`src/rtl/triangle_span_generator_unit_defines.svh`:
```
// ----------------------------------------------------------------------------
// Assertion macros for the triangle span generator
// Shared property forms used by the top level's concurrent checks.
// ----------------------------------------------------------------------------
`ifndef TRIANGLE_SPAN_GENERATOR_UNIT_DEFINES_SVH
`define TRIANGLE_SPAN_GENERATOR_UNIT_DEFINES_SVH

// The consequent must hold in the same cycle as the antecedent.
`define TSG_ASSERT_NOW(label, clk, rst_n, ante, cons, msg) \
  label: assert property (@(posedge clk) disable iff (!rst_n) (ante) |-> (cons)) \
    else $error(msg);

// The consequent must hold in the cycle after the antecedent.
`define TSG_ASSERT_NEXT(label, clk, rst_n, ante, cons, msg) \
  label: assert property (@(posedge clk) disable iff (!rst_n) (ante) |=> (cons)) \
    else $error(msg);

`endif

```
`src/rtl/tsg_pkg.sv`:
```
// ----------------------------------------------------------------------------
// Triangle span generator package
// Shared widths, defaults, the walker state type and the queue status.
// ----------------------------------------------------------------------------
package tsg_pkg;

  // Fixed field widths.
  localparam int unsigned ROW_BITS    = 6;
  localparam int unsigned COLOUR_BITS = 32;

  // Defaults for the top-level parameters.
  localparam int unsigned X_BITS_DEF    = 10;
  localparam int unsigned TILE_ROWS_DEF = 64;

  // Triangle queue between front and back; depth is a power of two so that
  // the pointers wrap on their own.
  localparam int unsigned Q_DEPTH = 2;
  localparam int unsigned Q_PTR_W = $clog2(Q_DEPTH);
  localparam int unsigned Q_CNT_W = $clog2(Q_DEPTH + 1);

  // Edge walker sequencer states.
  typedef enum logic [2:0] {
    WS_IDLE,
    WS_SETUP,
    WS_CHECK,
    WS_EMIT,
    WS_STEP,
    WS_FINAL
  } walk_state_e;

  // Fill status of the triangle queue.
  typedef struct packed {
    logic full;
    logic empty;
  } q_status_t;

endpackage

```
`src/rtl/tsg_front.sv`:
```
// ----------------------------------------------------------------------------
// Triangle span generator front end
// Holds one incoming triangle, clamps its rows to the tile, sorts the
// vertices top to bottom and folds a flat triangle into a single span.
// ----------------------------------------------------------------------------
module tsg_front
  import tsg_pkg::*;
#(
  parameter int unsigned X_BITS    = X_BITS_DEF,
  parameter int unsigned TILE_ROWS = TILE_ROWS_DEF,
  localparam int unsigned IN_W     = 3 * (X_BITS + ROW_BITS) + COLOUR_BITS,
  localparam int unsigned TASK_W   = 3 * X_BITS + 3 * ROW_BITS + COLOUR_BITS
) (
  input  logic              clk_i,
  input  logic              rst_ni,
  input  logic              in_valid_i,
  output logic              in_ready_o,
  input  logic [IN_W-1:0]   in_data_i,
  output logic              task_valid_o,
  input  logic              task_ready_i,
  output logic [TASK_W-1:0] task_data_o
);

  localparam int unsigned VW = X_BITS + ROW_BITS;
  localparam logic [ROW_BITS-1:0] ROW_MAX = ROW_BITS'(TILE_ROWS - 1);

  logic              valid_q;
  logic [IN_W-1:0]   in_q;
  logic [X_BITS-1:0] x0, x1, x2;
  logic [ROW_BITS-1:0] y0, y1, y2;
  logic [X_BITS-1:0] ax, bx, cx, bx_o, cx_o, lo, hi;
  logic [ROW_BITS-1:0] ay, by, cy;

  function automatic logic [ROW_BITS-1:0] clamp_row(input logic [ROW_BITS-1:0] r);
    return (r > ROW_MAX) ? ROW_MAX : r;
  endfunction

  // Single holding register; a new triangle enters as the old one leaves.
  assign in_ready_o   = !valid_q || task_ready_i;
  assign task_valid_o = valid_q;

  always_ff @(posedge clk_i or negedge rst_ni) begin
    if (!rst_ni) begin
      valid_q <= 1'b0;
    end else if (in_ready_o) begin
      valid_q <= in_valid_i;
    end
  end

  always_ff @(posedge clk_i) begin
    if (in_valid_i && in_ready_o) begin
      in_q <= in_data_i;
    end
  end

  // Unpack the vertices and clamp rows to the tile.
  assign x0 = in_q[0 +: X_BITS];
  assign y0 = clamp_row(in_q[X_BITS +: ROW_BITS]);
  assign x1 = in_q[VW +: X_BITS];
  assign y1 = clamp_row(in_q[VW + X_BITS +: ROW_BITS]);
  assign x2 = in_q[2 * VW +: X_BITS];
  assign y2 = clamp_row(in_q[2 * VW + X_BITS +: ROW_BITS]);

  // Sort into top (A), middle (B) and bottom (C) with a fixed tie order.
  always_comb begin
    if (y0 < y1) begin
      if (y1 < y2) begin
        ax = x0; ay = y0; bx = x1; by = y1; cx = x2; cy = y2;
      end else if (y2 < y0) begin
        ax = x2; ay = y2; bx = x0; by = y0; cx = x1; cy = y1;
      end else begin
        ax = x0; ay = y0; bx = x2; by = y2; cx = x1; cy = y1;
      end
    end else begin
      if (y1 < y2) begin
        if (y2 < y0) begin
          ax = x1; ay = y1; bx = x2; by = y2; cx = x0; cy = y0;
        end else begin
          ax = x1; ay = y1; bx = x0; by = y0; cx = x2; cy = y2;
        end
      end else begin
        ax = x2; ay = y2; bx = x1; by = y1; cx = x0; cy = y0;
      end
    end
  end

  // A flat triangle becomes one span from the least to the greatest x. It is
  // carried in the B and C slots so that the back end treats it like the
  // closing span of a flat-bottomed triangle.
  always_comb begin
    lo = ax;
    hi = ax;
    if (bx < lo) lo = bx;
    if (cx < lo) lo = cx;
    if (bx > hi) hi = bx;
    if (cx > hi) hi = cx;
    if (cy == ay) begin
      bx_o = lo;
      cx_o = hi;
    end else begin
      bx_o = bx;
      cx_o = cx;
    end
  end

  assign task_data_o = {in_q[3 * VW +: COLOUR_BITS], cy, by, ay, cx_o, bx_o, ax};

endmodule

```
`src/rtl/tsg_queue.sv`:
```
// ----------------------------------------------------------------------------
// Triangle span generator queue
// Short first-in first-out buffer of sorted triangles between the front
// end and the edge walker.
// ----------------------------------------------------------------------------
module tsg_queue
  import tsg_pkg::*;
#(
  parameter int unsigned WIDTH = 8
) (
  input  logic             clk_i,
  input  logic             rst_ni,
  input  logic             push_i,
  input  logic [WIDTH-1:0] push_data_i,
  input  logic             pop_i,
  output logic [WIDTH-1:0] pop_data_o,
  output q_status_t        status_o
);

  logic [WIDTH-1:0]   mem_q [Q_DEPTH];
  logic [Q_PTR_W-1:0] wr_ptr_q, rd_ptr_q;
  logic [Q_CNT_W-1:0] cnt_q;

  assign status_o.full  = (cnt_q == Q_CNT_W'(Q_DEPTH));
  assign status_o.empty = (cnt_q == '0);
  assign pop_data_o     = mem_q[rd_ptr_q];

  // Pointers and fill count.
  always_ff @(posedge clk_i or negedge rst_ni) begin
    if (!rst_ni) begin
      wr_ptr_q <= '0;
      rd_ptr_q <= '0;
      cnt_q    <= '0;
    end else begin
      if (push_i) begin
        wr_ptr_q <= wr_ptr_q + 1'b1;
      end
      if (pop_i) begin
        rd_ptr_q <= rd_ptr_q + 1'b1;
      end
      if (push_i && !pop_i) begin
        cnt_q <= cnt_q + 1'b1;
      end else if (pop_i && !push_i) begin
        cnt_q <= cnt_q - 1'b1;
      end
    end
  end

  // Entry storage.
  always_ff @(posedge clk_i) begin
    if (push_i) begin
      mem_q[wr_ptr_q] <= push_data_i;
    end
  end

endmodule

```
`src/rtl/tsg_walker.sv`:
```
// ----------------------------------------------------------------------------
// Triangle span generator edge walker
// Walks the short and long edges of one sorted triangle row by row with
// Bresenham error terms and issues one span per row into an output register.
// ----------------------------------------------------------------------------
module tsg_walker
  import tsg_pkg::*;
#(
  parameter int unsigned X_BITS  = X_BITS_DEF,
  localparam int unsigned TASK_W = 3 * X_BITS + 3 * ROW_BITS + COLOUR_BITS
) (
  input  logic                   clk_i,
  input  logic                   rst_ni,
  input  logic                   task_valid_i,
  input  logic [TASK_W-1:0]      task_data_i,
  output logic                   task_pop_o,
  output logic                   span_valid_o,
  input  logic                   span_ready_i,
  output logic [X_BITS-1:0]      span_xa_o,
  output logic [X_BITS-1:0]      span_xb_o,
  output logic [ROW_BITS-1:0]    span_row_o,
  output logic [COLOUR_BITS-1:0] span_colour_o,
  output logic                   span_last_o
);

  // The error term stays below the sum of the two deltas.
  localparam int unsigned ERR_W = ((X_BITS > ROW_BITS) ? X_BITS : ROW_BITS) + 1;

  walk_state_e state_q, state_d;

  logic [X_BITS-1:0]      ax_q, bx_q, cx_q;
  logic [ROW_BITS-1:0]    ay_q, by_q, cy_q, y_q;
  logic [COLOUR_BITS-1:0] colour_q;
  logic                   phase_bot_q;

  // Short edge (AB, then BC) and long edge (AC).
  logic [X_BITS-1:0]   s_x_q, s_adx_q, l_x_q, l_adx_q;
  logic [ERR_W-1:0]    s_err_q, l_err_q;
  logic [ROW_BITS-1:0] s_ady_q, l_ady_q;
  logic                s_neg_q, l_neg_q, s_done_q, l_done_q;
  logic                s_stepping, l_stepping, s_finish, l_finish, all_done;

  logic out_valid_q, out_free, span_is_last;
  logic ld_setup, ld_bc, emit_span, emit_final, step_en;

  function automatic logic [X_BITS-1:0] abs_diff(input logic [X_BITS-1:0] a,
                                                 input logic [X_BITS-1:0] b);
    return (b >= a) ? (b - a) : (a - b);
  endfunction

  // Per-edge step decision: move x while the error is below |dx|, otherwise
  // take |dx| off once and the edge has reached the next row.
  assign s_stepping = !s_done_q && (s_ady_q != '0) && (s_err_q < ERR_W'(s_adx_q));
  assign l_stepping = !l_done_q && (l_ady_q != '0) && (l_err_q < ERR_W'(l_adx_q));
  assign s_finish   = !s_done_q && !s_stepping;
  assign l_finish   = !l_done_q && !l_stepping;
  assign all_done   = (s_done_q || s_finish) && (l_done_q || l_finish);

  assign out_free     = !out_valid_q || span_ready_i;
  assign span_is_last = phase_bot_q && (y_q == cy_q);

  // Sequencer state register.
  always_ff @(posedge clk_i or negedge rst_ni) begin
    if (!rst_ni) begin
      state_q <= WS_IDLE;
    end else begin
      state_q <= state_d;
    end
  end

  // Next state and control strobes.
  always_comb begin
    state_d    = state_q;
    task_pop_o = 1'b0;
    ld_setup   = 1'b0;
    ld_bc      = 1'b0;
    emit_span  = 1'b0;
    emit_final = 1'b0;
    step_en    = 1'b0;
    case (state_q)
      WS_IDLE: begin
        if (task_valid_i) begin
          task_pop_o = 1'b1;
          state_d    = WS_SETUP;
        end
      end
      WS_SETUP: begin
        ld_setup = 1'b1;
        state_d  = WS_CHECK;
      end
      WS_CHECK: begin
        if (y_q < by_q) begin
          state_d = WS_EMIT;
        end else if (cy_q == by_q) begin
          state_d = WS_FINAL;
        end else begin
          ld_bc   = 1'b1;
          state_d = WS_EMIT;
        end
      end
      WS_EMIT: begin
        if (out_free) begin
          emit_span = 1'b1;
          state_d   = span_is_last ? WS_IDLE : WS_STEP;
        end
      end
      WS_STEP: begin
        step_en = 1'b1;
        if (all_done) begin
          state_d = phase_bot_q ? WS_EMIT : WS_CHECK;
        end
      end
      WS_FINAL: begin
        if (out_free) begin
          emit_final = 1'b1;
          state_d    = WS_IDLE;
        end
      end
      default: begin
        state_d = WS_IDLE;
      end
    endcase
  end

  // Triangle latch, taken as the queue entry is popped.
  always_ff @(posedge clk_i) begin
    if (task_pop_o) begin
      ax_q     <= task_data_i[0 +: X_BITS];
      bx_q     <= task_data_i[X_BITS +: X_BITS];
      cx_q     <= task_data_i[2 * X_BITS +: X_BITS];
      ay_q     <= task_data_i[3 * X_BITS +: ROW_BITS];
      by_q     <= task_data_i[3 * X_BITS + ROW_BITS +: ROW_BITS];
      cy_q     <= task_data_i[3 * X_BITS + 2 * ROW_BITS +: ROW_BITS];
      colour_q <= task_data_i[3 * X_BITS + 3 * ROW_BITS +: COLOUR_BITS];
    end
  end

  // Row counter and half select.
  always_ff @(posedge clk_i or negedge rst_ni) begin
    if (!rst_ni) begin
      phase_bot_q <= 1'b0;
      y_q         <= '0;
    end else if (ld_setup) begin
      phase_bot_q <= 1'b0;
      y_q         <= ay_q;
    end else begin
      if (ld_bc) begin
        phase_bot_q <= 1'b1;
      end
      if (step_en && all_done) begin
        y_q <= y_q + 1'b1;
      end
    end
  end

  // Short edge: AB for the upper half, BC for the lower half.
  always_ff @(posedge clk_i or negedge rst_ni) begin
    if (!rst_ni) begin
      s_done_q <= 1'b0;
    end else if (ld_setup || ld_bc) begin
      s_done_q <= 1'b0;
    end else if (step_en) begin
      s_done_q <= all_done ? 1'b0 : (s_done_q || s_finish);
    end
  end

  always_ff @(posedge clk_i) begin
    if (ld_setup) begin
      s_x_q   <= ax_q;
      s_adx_q <= abs_diff(ax_q, bx_q);
      s_ady_q <= by_q - ay_q;
      s_neg_q <= (bx_q < ax_q);
      s_err_q <= ERR_W'((by_q - ay_q) >> 1);
    end else if (ld_bc) begin
      s_x_q   <= bx_q;
      s_adx_q <= abs_diff(bx_q, cx_q);
      s_ady_q <= cy_q - by_q;
      s_neg_q <= (cx_q < bx_q);
      s_err_q <= ERR_W'((cy_q - by_q) >> 1);
    end else if (step_en) begin
      if (s_stepping) begin
        s_x_q   <= s_neg_q ? (s_x_q - 1'b1) : (s_x_q + 1'b1);
        s_err_q <= s_err_q + ERR_W'(s_ady_q);
      end else if (s_finish && (s_ady_q != '0)) begin
        s_err_q <= s_err_q - ERR_W'(s_adx_q);
      end
    end
  end

  // Long edge AC, walked over the whole triangle.
  always_ff @(posedge clk_i or negedge rst_ni) begin
    if (!rst_ni) begin
      l_done_q <= 1'b0;
    end else if (ld_setup) begin
      l_done_q <= 1'b0;
    end else if (step_en) begin
      l_done_q <= all_done ? 1'b0 : (l_done_q || l_finish);
    end
  end

  always_ff @(posedge clk_i) begin
    if (ld_setup) begin
      l_x_q   <= ax_q;
      l_adx_q <= abs_diff(ax_q, cx_q);
      l_ady_q <= cy_q - ay_q;
      l_neg_q <= (cx_q < ax_q);
      l_err_q <= ERR_W'((cy_q - ay_q) >> 1);
    end else if (step_en) begin
      if (l_stepping) begin
        l_x_q   <= l_neg_q ? (l_x_q - 1'b1) : (l_x_q + 1'b1);
        l_err_q <= l_err_q + ERR_W'(l_ady_q);
      end else if (l_finish && (l_ady_q != '0)) begin
        l_err_q <= l_err_q - ERR_W'(l_adx_q);
      end
    end
  end

  // Output register; the walker moves on while a span waits to be taken.
  always_ff @(posedge clk_i or negedge rst_ni) begin
    if (!rst_ni) begin
      out_valid_q <= 1'b0;
    end else if (emit_span || emit_final) begin
      out_valid_q <= 1'b1;
    end else if (span_ready_i) begin
      out_valid_q <= 1'b0;
    end
  end

  always_ff @(posedge clk_i) begin
    if (emit_span) begin
      span_xa_o     <= s_x_q;
      span_xb_o     <= l_x_q;
      span_row_o    <= y_q;
      span_colour_o <= colour_q;
      span_last_o   <= span_is_last;
    end else if (emit_final) begin
      span_xa_o     <= bx_q;
      span_xb_o     <= cx_q;
      span_row_o    <= y_q;
      span_colour_o <= colour_q;
      span_last_o   <= 1'b1;
    end
  end

  assign span_valid_o = out_valid_q;

endmodule

```
`src/rtl/triangle_span_generator_unit.sv`:
```
// ----------------------------------------------------------------------------
// Triangle span generator
// Takes one triangle per input transfer and returns one horizontal span per
// tile row it covers, the final span flagged on tlast. A triangle starts with
// its pop from the queue, the edge set-up and a row check against the middle
// vertex; then each row issues its span and advances both edges until each
// reaches the next row, the edge walker moving x by one pixel per cycle. Rows
// above the middle vertex also pass the check state, and the final row needs
// no edge advance. Output stalls lengthen the walk; the front end and a
// two-entry queue take further triangles meanwhile.
// ----------------------------------------------------------------------------
`include "triangle_span_generator_unit_defines.svh"

module triangle_span_generator_unit
  import tsg_pkg::*;
#(
  parameter int unsigned X_BITS       = X_BITS_DEF,
  parameter int unsigned TILE_ROWS    = TILE_ROWS_DEF,
  localparam int unsigned IN_W        = 3 * (X_BITS + ROW_BITS) + COLOUR_BITS,
  localparam int unsigned IN_TDATA_W  = ((IN_W + 7) / 8) * 8,
  localparam int unsigned OUT_W       = 2 * X_BITS + ROW_BITS + COLOUR_BITS,
  localparam int unsigned OUT_TDATA_W = ((OUT_W + 7) / 8) * 8
) (
  input  logic                   clk_i,
  input  logic                   rst_ni,
  input  logic                   s_axis_tvalid,
  output logic                   s_axis_tready,
  // vx0, vy0, vx1, vy1, vx2, vy2, colour; zero padding above
  input  logic [IN_TDATA_W-1:0]  s_axis_tdata,
  output logic                   m_axis_tvalid,
  input  logic                   m_axis_tready,
  // span_xa, span_xb, span_row, span_colour; zero padding above
  output logic [OUT_TDATA_W-1:0] m_axis_tdata,
  // last_span
  output logic                   m_axis_tlast
);

  localparam int unsigned TASK_W = 3 * X_BITS + 3 * ROW_BITS + COLOUR_BITS;

  logic              front_valid, q_push, q_pop;
  logic [TASK_W-1:0] front_task, q_task;
  q_status_t         q_stat;

  logic [X_BITS-1:0]      span_xa, span_xb;
  logic [ROW_BITS-1:0]    span_row;
  logic [COLOUR_BITS-1:0] span_colour;

  // Front end: clamp, sort and classify.
  tsg_front #(
    .X_BITS    (X_BITS),
    .TILE_ROWS (TILE_ROWS)
  ) u_front (
    .clk_i        (clk_i),
    .rst_ni       (rst_ni),
    .in_valid_i   (s_axis_tvalid),
    .in_ready_o   (s_axis_tready),
    .in_data_i    (s_axis_tdata[IN_W-1:0]),
    .task_valid_o (front_valid),
    .task_ready_i (!q_stat.full),
    .task_data_o  (front_task)
  );

  assign q_push = front_valid && !q_stat.full;

  // Sorted triangles waiting for the walker.
  tsg_queue #(
    .WIDTH (TASK_W)
  ) u_queue (
    .clk_i       (clk_i),
    .rst_ni      (rst_ni),
    .push_i      (q_push),
    .push_data_i (front_task),
    .pop_i       (q_pop),
    .pop_data_o  (q_task),
    .status_o    (q_stat)
  );

  // Back end: edge walking and span issue.
  tsg_walker #(
    .X_BITS (X_BITS)
  ) u_walker (
    .clk_i         (clk_i),
    .rst_ni        (rst_ni),
    .task_valid_i  (!q_stat.empty),
    .task_data_i   (q_task),
    .task_pop_o    (q_pop),
    .span_valid_o  (m_axis_tvalid),
    .span_ready_i  (m_axis_tready),
    .span_xa_o     (span_xa),
    .span_xb_o     (span_xb),
    .span_row_o    (span_row),
    .span_colour_o (span_colour),
    .span_last_o   (m_axis_tlast)
  );

  // Pack the span fields, lowest field first.
  assign m_axis_tdata = OUT_TDATA_W'({span_colour, span_row, span_xb, span_xa});

  // Checks on the queue hand-over and the span rows.
  `TSG_ASSERT_NOW(a_pop_not_empty, clk_i, rst_ni, q_pop, !q_stat.empty, "pop from empty queue")
  `TSG_ASSERT_NOW(a_queue_status, clk_i, rst_ni, 1'b1, !(q_stat.full && q_stat.empty), "queue status inconsistent")
  `TSG_ASSERT_NEXT(a_queue_fills, clk_i, rst_ni, q_push && !q_pop && !q_stat.empty, q_stat.full, "queue count lost a push")
  `TSG_ASSERT_NOW(a_row_in_tile, clk_i, rst_ni, m_axis_tvalid, span_row <= ROW_BITS'(TILE_ROWS - 1), "span row outside tile")

endmodule
```
`config.mk`:
```
export PLATFORM = sky130hd
export DESIGN_NAME = triangle_span_generator_unit
export DESIGN_NICKNAME = d
export VERILOG_FILES = /design/src/rtl/tsg_pkg.sv /design/src/rtl/tsg_front.sv /design/src/rtl/tsg_queue.sv /design/src/rtl/tsg_walker.sv /design/src/rtl/triangle_span_generator_unit.sv
export VERILOG_INCLUDE_DIRS = /design/src /design/src/rtl
export SDC_FILE = /design/constraint.sdc
export NUM_CORES = 1
export LEC_CHECK = 0
export BUFFER_PORTS_ARGS = -buffer_cell sky130_fd_sc_hd__buf_2
export CAP_MARGIN = 20
export CELL_PAD_IN_SITES_DETAIL_PLACEMENT = 1
export CELL_PAD_IN_SITES_GLOBAL_PLACEMENT = 2
export CORE_MARGIN = 2
export CORE_UTILIZATION = 30
export CTS_CLUSTER_SIZE = 24
export DETAILED_ROUTE_END_ITERATION = 8
export PLACE_DENSITY = 0.67
export SLEW_MARGIN = 20
export SYNTH_ARGS = -nofsm -noshare
export SYNTH_HDL_FRONTEND = slang
export SYNTH_SLANG_ARGS = --single-unit
```
`constraint.sdc`:
```
create_clock -name clk_i -period 19.96 [get_ports clk_i]
set_clock_uncertainty 0.15 [all_clocks]
set_input_delay 2.994 -clock clk_i [delete_from_list [all_inputs] [get_ports clk_i]]
set_output_delay 2.994 -clock clk_i [all_outputs]
set_load 0.02 [all_outputs]
```
==> qor.csv, run 1 <==
metric,value,unit
mostFrequentLayoutCell,edfxtp_1,
end_kind,flop,
yosysWarnings,0,
die-area,85600,um2
clock-sinks,473,
drive_gt1_frac,0.175,
htreeDepth,2,
status,"finished, final reports clean",
yosysUniqueCellTypes,79,
grt_max_degree,65,
drtIter0Drc,689,
drv_slew,0,
grt_pass1_wl,100,mm
postCtsSetupBuffers,0,
crit_path_max_incr_delay,0.86,ns
cts_buffer_depth,3,
pin_count,151,
gp_congestion,0.815,
hold_violations,0,
relSlewSlack,0.222,
layout.nets,2413,
avgSynthCellArea,12.4,um2
crit_required,20.19,ns
synth_edf_count,453,
dp_hpwl,47.2,mm
antenna_found_initial,2,
whs_path_depth,0,
detail_route.wl_per_cell,19.8,um
reg2reg_from,u_front.in_q[44],
finalCritPeriodShare,0.375,
cts_hold_buf,0,
antenna_left,0,
rows,105,
setup_tns,0,ns
yosysTopAreaCellShare,0.545,
grt_overflow,0,
fillerInstances,8898,
max-cap-violations,0,
synth_area_leaders,"edfxtp_1 (54%), ha_1 (8.7%), mux2_2 (4.6%)",
die_height,293,um
rsz0062_at_grt,false,
startpoint,u_front.in_q[44],
yosysSeqAreaShare,0.564,
layout_common_cells,"edfxtp_1 (453), ha_1 (174), buf_2 (144)",
crit_arrival,7.71,ns
cts_tree,built,
path_class,flop to flop,
routed_wl,64.3,mm
yosys_most_used_dff,edfxtp_1,
clk-insertion-delay-late,0.63,ns
portBuffers,144,
r2r_cells,25,
first_global_vias,17000,
drtPass1Iterations,4,
postSynth.asyncResetShare,0.0381,
drc,0,
cp_num_cells,25,
routed_via_density,4.83,
start_kind,flop,
syn_inst,2010,
path_buf_inv,2,
crit_family,compound AO/OA/AOI/OAI gates,
cts_root_buf,clkbuf_16,
ys_ff_latch,473,
areaGrowthSynthToFinish,14.2,%
path_clk_slew,0.06,ns
cp-endpoint,u_queue.mem_q[0][20],
coreArea,82200,um2
clock.fmax,134,MHz
syn_area,25000,um2
r2r_slack,12.48,ns
setup_viol,0,
slowest_stage,o21ai_1,
grt.total_usage,0.149,
worst_pin_slew,1.16,ns
yosys.area.top_type,edfxtp_1,
vias,15700,
cts_buffers,55,
fp.dieW,293,um
fin_crit,7.48,ns
start_util,0.304,
rr_endpoint,u_queue.mem_q[0][20],
cts_resized,0,
timing.critical_path.fanout_max,19,
min_path_type,flop to flop,
## through the flow
| step | area, um2 | worst slack (ns) | hold slack, ns | utilization | std cells |
|---|---|---|---|---|---|
| after floorplan | 25000 | 13.58 | 0.250 | - | 2015 |
| final | 28500 | 12.48 | 0.268 | 0.347 | 3252 |
| after global routing | 28500 | 11.82 | 0.275 | 0.347 | 3252 |
| after CTS | 28500 | 12.40 | 0.267 | 0.347 | 3251 |
| after global placement | 26800 | 12.55 | 0.250 | 0.326 | 3153 |
| after detailed placement | 26800 | 12.44 | 0.256 | 0.326 | 3153 |
## how the worst min path moves through the flow
| stage | endpoint | start | slack, ns |
|---|---|---|---|
| finish | u_walker.span_colour_o[8] | u_walker.colour_q[8] | 0.27 |
| global route | u_walker.span_colour_o[22] | u_walker.colour_q[22] | 0.27 |
| CTS | u_walker.span_colour_o[8] | u_walker.colour_q[8] | 0.27 |
| detailed placement | u_walker.span_colour_o[30] | u_walker.colour_q[30] | 0.26 |
| global placement | u_walker.span_colour_o[22] | u_walker.colour_q[22] | 0.25 |
| floorplan | u_walker.span_colour_o[0] | u_walker.colour_q[0] | 0.25 |
## cell families after synthesis
logic type | Yosys count | synth area share
buffers and inverters | 239 | 0.0390
other | 1 | 0.000150
flip-flops | 473 | 0.564
multiplexers | 141 | 0.0617
AND/OR/NAND/NOR | 379 | 0.0737
AO/OA/AOI/OAI | 476 | 0.123
adder cells (fa/ha/maj) | 189 | 0.0992
XOR/XNOR | 112 | 0.0393
## metal layers
metal,track usage,wire [um]
met5,0,0
met4,0.0390,1280
met3,0.0182,1730
met2,0.252,30800
met1,0.202,30500
## cells in the mapped netlist, drive strengths merged, types with 21 or more instances
| library cell | count |
|---|---|
| nand2b | 31 |
| nand2 | 81 |
| o21ai | 116 |
| nor2b | 37 |
| a31oi | 21 |
| buf | 21 |
| xor2 | 59 |
| mux2i | 38 |
| clkbuf | 73 |
| a21o | 64 |
| a21oi | 132 |
| o22ai | 46 |
| xnor2 | 53 |
| edfxtp | 453 |
| ha | 174 |
| inv | 144 |
| mux2 | 103 |
| nor2 | 137 |
## flip-flops by register name (all words and copies together), names as in the netlist, 2 cells and up
signal,count
u_queue.mem_q,160
u_front.in_q,80
u_walker.colour_q,32
u_walker.span_colour_o,32
u_walker.l_err_q,11
u_walker.s_err_q,11
u_walker.ax_q,10
u_walker.bx_q,10
u_walker.cx_q,10
u_walker.l_adx_q,10
u_walker.l_x_q,10
u_walker.s_adx_q,10
u_walker.s_x_q,10
u_walker.span_xa_o,10
u_walker.span_xb_o,10
u_walker.ay_q,6
u_walker.by_q,6
u_walker.cy_q,6
u_walker.l_ady_q,6
u_walker.s_ady_q,6
u_walker.span_row_o,6
u_walker.y_q,6
u_walker.state_q,3
u_queue.cnt_q,2
## worst register-to-register path, delay by kind of cell (launching register included)
family                     cells  cell delay (ns)
muxes                          1             0.41
buffers and inverters          2             0.31
DFF                            1             0.50
and+or+nand+nor                6             1.40
adders and majority gates      3             0.92
AOI/OAI and AO/OA             13             3.55
## area by class of cell
| cell class | count | area (um2) | area share |
|---|---|---|---|
| inverters | 145 | 546 | 0.0191 |
| clock inverters | 28 | 280 | 0.00982 |
| clock buffers | 70 | 1450 | 0.0509 |
| repair buffers | 162 | 856 | 0.0300 |
| multi-input cells | 1303 | 9960 | 0.349 |
| diodes | 1 | 2.50 | 0.0000877 |
| well taps | 1070 | 1340 | 0.0469 |
| flip-flops and latches | 473 | 14100 | 0.494 |
Power of run 1 is left out: the tool's default activity adds up to more than one toggle a clock period on the data nets, which glitch-free logic cannot reach.
==> inputs of run 2 (changes only) <==
==> constraint.sdc (replaced) <==
create_clock -name clk_i -period 7.35 [get_ports clk_i]
set_clock_uncertainty 0.15 [all_clocks]
set_input_delay 1.1025 -clock clk_i [delete_from_list [all_inputs] [get_ports clk_i]]
set_output_delay 1.1025 -clock clk_i [all_outputs]
set_load 0.02 [all_outputs]
==> run 2 against run 1 <==
Effect of this change: utilization increased by 0.12 points; non-clock buffer count rose by 12; global-route usage grew 0.31 points; sequential share of layout area is 0.17 points lower; critical path type unchanged.
==> qor.csv, run 2 (synthesis results as in run 1) <==
metric,value,unit
status,"finished, final reports clean",
routed_via_density,4.86,
layout.nets,2424,
drtPass1Iterations,5,
fp.dieW,293,um
multiInputGateArea,9970,um2
clock.fmax,144,MHz
crit_required,7.63,ns
place_ws,0.238,ns
setup_tns,0,ns
worst_pin_slew,0.983,ns
pin_count,151,
hold_start,u_walker.colour_q[12],
drc,0,
layout_common_cells,"edfxtp_1 (453), ha_1 (174), buf_2 (144)",
grt_max_degree,69,
path_clk_slew,0.06,ns
dp_hpwl,48.3,mm
finalCritPeriodShare,0.947,
mostFrequentLayoutCell,edfxtp_1,
detail_route.wl_per_cell,20.0,um
regMostFlops,u_queue.mem_q,
r2r_slack,0.39,ns
end_kind,flop,
largest_registers,"u_queue.mem_q x160, u_front.in_q x80",
whs_path_depth,0,
final_util,0.348,
relSlewSlack,0.343,
regArea,14100,um2
r2r_cells,26,
areaGrowthSynthToFinish,14.6,%
rsz0062_at_grt,false,
crit_arrival,7.24,ns
die-area,85600,um2
htreeDepth,2,
antenna_found_initial,1,
start_kind,flop,
grt_pass1_wl,102,mm
antenna_left,0,
routed_wl,65.3,mm
cts_buffers,54,
vias,15900,
start_util,0.304,
largest_reg_flops,160,
cts_root_buf,clkbuf_16,
max-cap-violations,0,
setup_ws,0.389,ns
fin_crit,6.96,ns
drive_gt1_frac,0.182,
die_height,293,um
min_to,u_walker.span_colour_o[12],
clock-sinks,473,
rows,105,
first_global_vias,17300,
grt_overflow,0,
reg2reg_from,u_front.in_q[30],
hold_violations,0,
drtIter0Drc,820,
grt.total_usage,0.152,
coreArea,82200,um2
drv_slew,0,
cts_buffer_depth,3,
clk-insertion-delay-late,0.61,ns
timing.critical_path.fanout_max,16,
setup_viol,0,
rr_endpoint,u_queue.mem_q[1][18],
min_path_type,flop to flop,
cts_tree,built,
gp_congestion,0.824,
path_class,flop to flop,
fillerInstances,8839,
portBuffers,144,
==> run 2: per-stage QoR <==
stage,hold WS (ns),instances,cell area (um2)
detailed placement,0.256,3163,26900
finish,0.271,3266,28600
floorplan,0.250,2015,25000
global route,0.276,3266,28600
global placement,0.251,3163,26900
CTS,0.269,3263,28600
==> run 2: worst max path at each step <==
stage / slack, ns / depth (start not counted) / to / startpoint
2_1_floorplan: 0.97 / 30 / u_queue.mem_q[0][20] / u_front.in_q[14]
3_3_place_gp: 0.42 / 23 / u_queue.mem_q[0][13] / u_front.in_q[46]
3_5_place_dp: 0.24 / 23 / u_queue.mem_q[1][18] / u_front.in_q[30]
4_1_cts: 0.20 / 23 / u_queue.mem_q[1][18] / u_front.in_q[30]
5_1_grt: 0.04 / 26 / u_queue.mem_q[1][18] / u_front.in_q[30]
6_report: 0.39 / 26 / u_queue.mem_q[1][18] / u_front.in_q[30]
==> run 2: worst max-delay path: stages, from the launching register on <==
cell and delay [ns]:
edfxtp_1 0.46, inv_1 0.16, ha_1 0.26, a21o_1 0.19, a21oi_1 0.29, o21a_2 0.40
a211oi_4 0.09, a2bb2oi_2 0.39, o22ai_1 0.13, nor2_1 0.30, ha_1 0.32, a21o_1 0.18
a21o_1 0.17, a21oi_1 0.15, nor2_1 0.09, a2111oi_4 0.37, buf_4 0.24, mux2i_1 0.26
ha_1 0.29, a21o_1 0.17, a21o_1 0.18, a21oi_1 0.28, o21ai_0 0.29, a2111oi_4 0.39
nor2_4 0.16, and2_1 0.20, o21ai_1 0.21
==> run 2: metal layers <==
metal,global-route usage,wire length [um],vias to the layer above
met5,0,0,-
met4,0.0445,1690,0
met3,0.0203,1800,99
met2,0.255,30900,227
met1,0.205,30900,7931
li1,-,-,7628
==> run 2: what timing repair did <==
| action | in CTS | in global routing |
|---|---|---|
| setup buffers | 0 | 2 |
| hold buffers | 0 | 0 |
| resized for setup | 0 | 3 |
| endpoints found under the setup margin | 0 | 29 |
==> run 2: area by class of cell <==
| type | count | area share |
|---|---|---|
| antenna | 1 | 0.0000874 |
| clock buffer | 67 | 0.0503 |
| inverter | 145 | 0.0191 |
| tap | 1070 | 0.0468 |
| clock inverter | 33 | 0.00948 |
| timing repair buffer | 174 | 0.0335 |
| multi-input combinational | 1303 | 0.348 |
| sequential | 473 | 0.492 |
Power of run 2 is left out for the same reason.
==> inputs of run 3 (changes only) <==
==> constraint.sdc (replaced) <==
create_clock -name clk_i -period 8.5 [get_ports clk_i]
set_clock_uncertainty 0.15 [all_clocks]
set_input_delay 1.275 -clock clk_i [delete_from_list [all_inputs] [get_ports clk_i]]
set_output_delay 1.275 -clock clk_i [all_outputs]
set_load 0.02 [all_outputs]
==> run 3 against run 2 <==
Effect of this change: wire length down 1.5%; utilization down 0.073 points; final cell count down 0.31%; non-clock buffer count down 8; cell area down 0.21%; worst hold slack worse by 0.0033 ns; first-iteration DRC count up 5.4%; worst setup slack better by 0.79 ns; flip-flop and latch count unchanged; critical path depth unchanged; fmax down 4.9%; global-route usage down 0.25 points; critical path type unchanged; critical endpoint is now u_queue.mem_q[0][28].
==> qor.csv, run 3 (synthesis results as in run 1) <==
metric,value,unit
drtIter0Drc,864,
areaGrowthSynthToFinish,14.4,%
grt_overflow,0,
clock-sinks,473,
setup_tns,0,ns
start_util,0.304,
cts_root_buf,clkbuf_16,
drv_slew,0,
routed_wl,64.3,mm
hold_violations,0,
clk-insertion-delay-late,0.60,ns
grt_max_degree,69,
reg2reg_from,u_front.in_q[44],
cts_hold_buf,0,
rsz0062_at_grt,false,
mostFrequentLayoutCell,edfxtp_1,
routed_via_density,4.83,
vias,15700,
r2r_slack,1.18,ns
fp.dieW,293,um
path_class,flop to flop,
min_path_type,flop to flop,
layout.nets,2416,
cts_buffer_depth,3,
gp_congestion,0.835,
drive_gt1_frac,0.176,
die-area,85600,um2
crit_arrival,7.59,ns
timing.critical_path.fanout_max,19,
die_height,293,um
whs_path_depth,0,
coreArea,82200,um2
cts_resized,0,
regMostFlops,u_queue.mem_q,
drc,0,
rr_endpoint,u_queue.mem_q[0][28],
detail_route.wl_per_cell,19.7,um
setup_viol,0,
portBuffers,144,
largest_registers,"u_queue.mem_q x160, u_front.in_q x80",
antenna_left,0,
grt_pass1_wl,101,mm
finalCritPeriodShare,0.861,
drtPass1Iterations,5,
fin_crit,7.32,ns
hold_start,u_walker.colour_q[24],
worst_pin_slew,1.02,ns
crit_required,8.77,ns
cts_tree,built,
layout_common_cells,"edfxtp_1 (453), ha_1 (174), buf_2 (144)",
max-cap-violations,0,
start_kind,flop,
min_to,u_walker.span_colour_o[24],
path_clk_slew,0.06,ns
first_global_vias,17100,
fillerInstances,8927,
status,"finished, final reports clean",
n_antenna_cell,0,
largest_reg_flops,160,
cts_buffers,54,
rows,105,
end_kind,flop,
dp_hpwl,47.9,mm
clock.fmax,137,MHz
antenna_found_initial,0,
relSlewSlack,0.320,
postCtsSetupBuffers,0,
htreeDepth,2,
pin_count,151,
r2r_cells,26,
grt.total_usage,0.150,
run 3: cell count changes in the layout (fill, tap and decap cells not counted), moves of 2 or more:
cell       delta
buf_4         -7
clkbuf_8      -3
clkinv_1      +4
inv_6         +3
bufinv_16     +2
clkinv_2      -9
clkinv_4      +3
clkinv_8      -2
run 3: through the flow:
step                instances  worst slack (ns)  hold WS (ns)  utilization  area, um2
floorplan                2015              2.12         0.250            -      25000
global placement         3157              1.49         0.250        0.326      26800
detailed placement       3157              1.21         0.255        0.326      26800
CTS                      3256              1.13         0.269        0.347      28600
global route             3256             0.531         0.272        0.347      28600
finish                   3256              1.18         0.267        0.347      28600
run 3: layout make-up:
| class | count | area, um2 | area share |
|---|---|---|---|
| Clock buffer | 65 | 1400 | 0.0491 |
| Sequential cell | 473 | 14100 | 0.493 |
| Inverter | 145 | 546 | 0.0191 |
| Tap cell | 1070 | 1340 | 0.0469 |
| Timing Repair Buffer | 166 | 886 | 0.0310 |
| Multi-Input combinational cell | 1303 | 9960 | 0.349 |
| Clock inverter | 34 | 334 | 0.0117 |
run 3: critical path, stage by stage, from the launching register on:
cell and delay (ns):
edfxtp_1 0.49, inv_1 0.08, ha_1 0.31, a21o_1 0.18, a31oi_1 0.23, o21a_1 0.48, nand2_1 0.40, nand2_1 0.59
nor2_1 0.08, nor2_1 0.29, ha_1 0.31, a21o_1 0.18, a21o_1 0.17, a21oi_1 0.15, nor2_1 0.10, a2111oi_4 0.65
a31oi_1 0.09, buf_4 0.24, a21oi_1 0.25, ha_1 0.30, a21o_1 0.17, a21o_1 0.17, a21oi_1 0.13, o211ai_1 0.11
a21boi_2 0.32, buf_4 0.24, mux2i_1 0.26
run 3: worst max-delay path by stage:
stage                                      end        startpoint  slack, ns  cells after the start
final                     u_queue.mem_q[0][28]  u_front.in_q[44]       1.18                     26
after global routing      u_queue.mem_q[0][29]  u_front.in_q[30]       0.53                     26
after CTS                 u_queue.mem_q[0][28]  u_front.in_q[44]       1.13                     26
after detailed placement  u_queue.mem_q[1][29]  u_front.in_q[44]       1.21                     26
after global placement    u_queue.mem_q[0][20]  u_front.in_q[44]       1.49                     25
after floorplan           u_queue.mem_q[0][20]  u_front.in_q[14]       2.12                     30
run 3: routing by layer:
layer | routed length, um | part of all wire | vias up | GRT usage
li1 | - | - | 7615 | -
met5 | 0 | 0 | - | 0
met3 | 1740 | 0.027 | 74 | 0.0190
met1 | 30600 | 0.48 | 7799 | 0.204
met2 | 30800 | 0.48 | 230 | 0.252
met4 | 1220 | 0.019 | 0 | 0.0363
Power of run 3 is left out for the same reason.
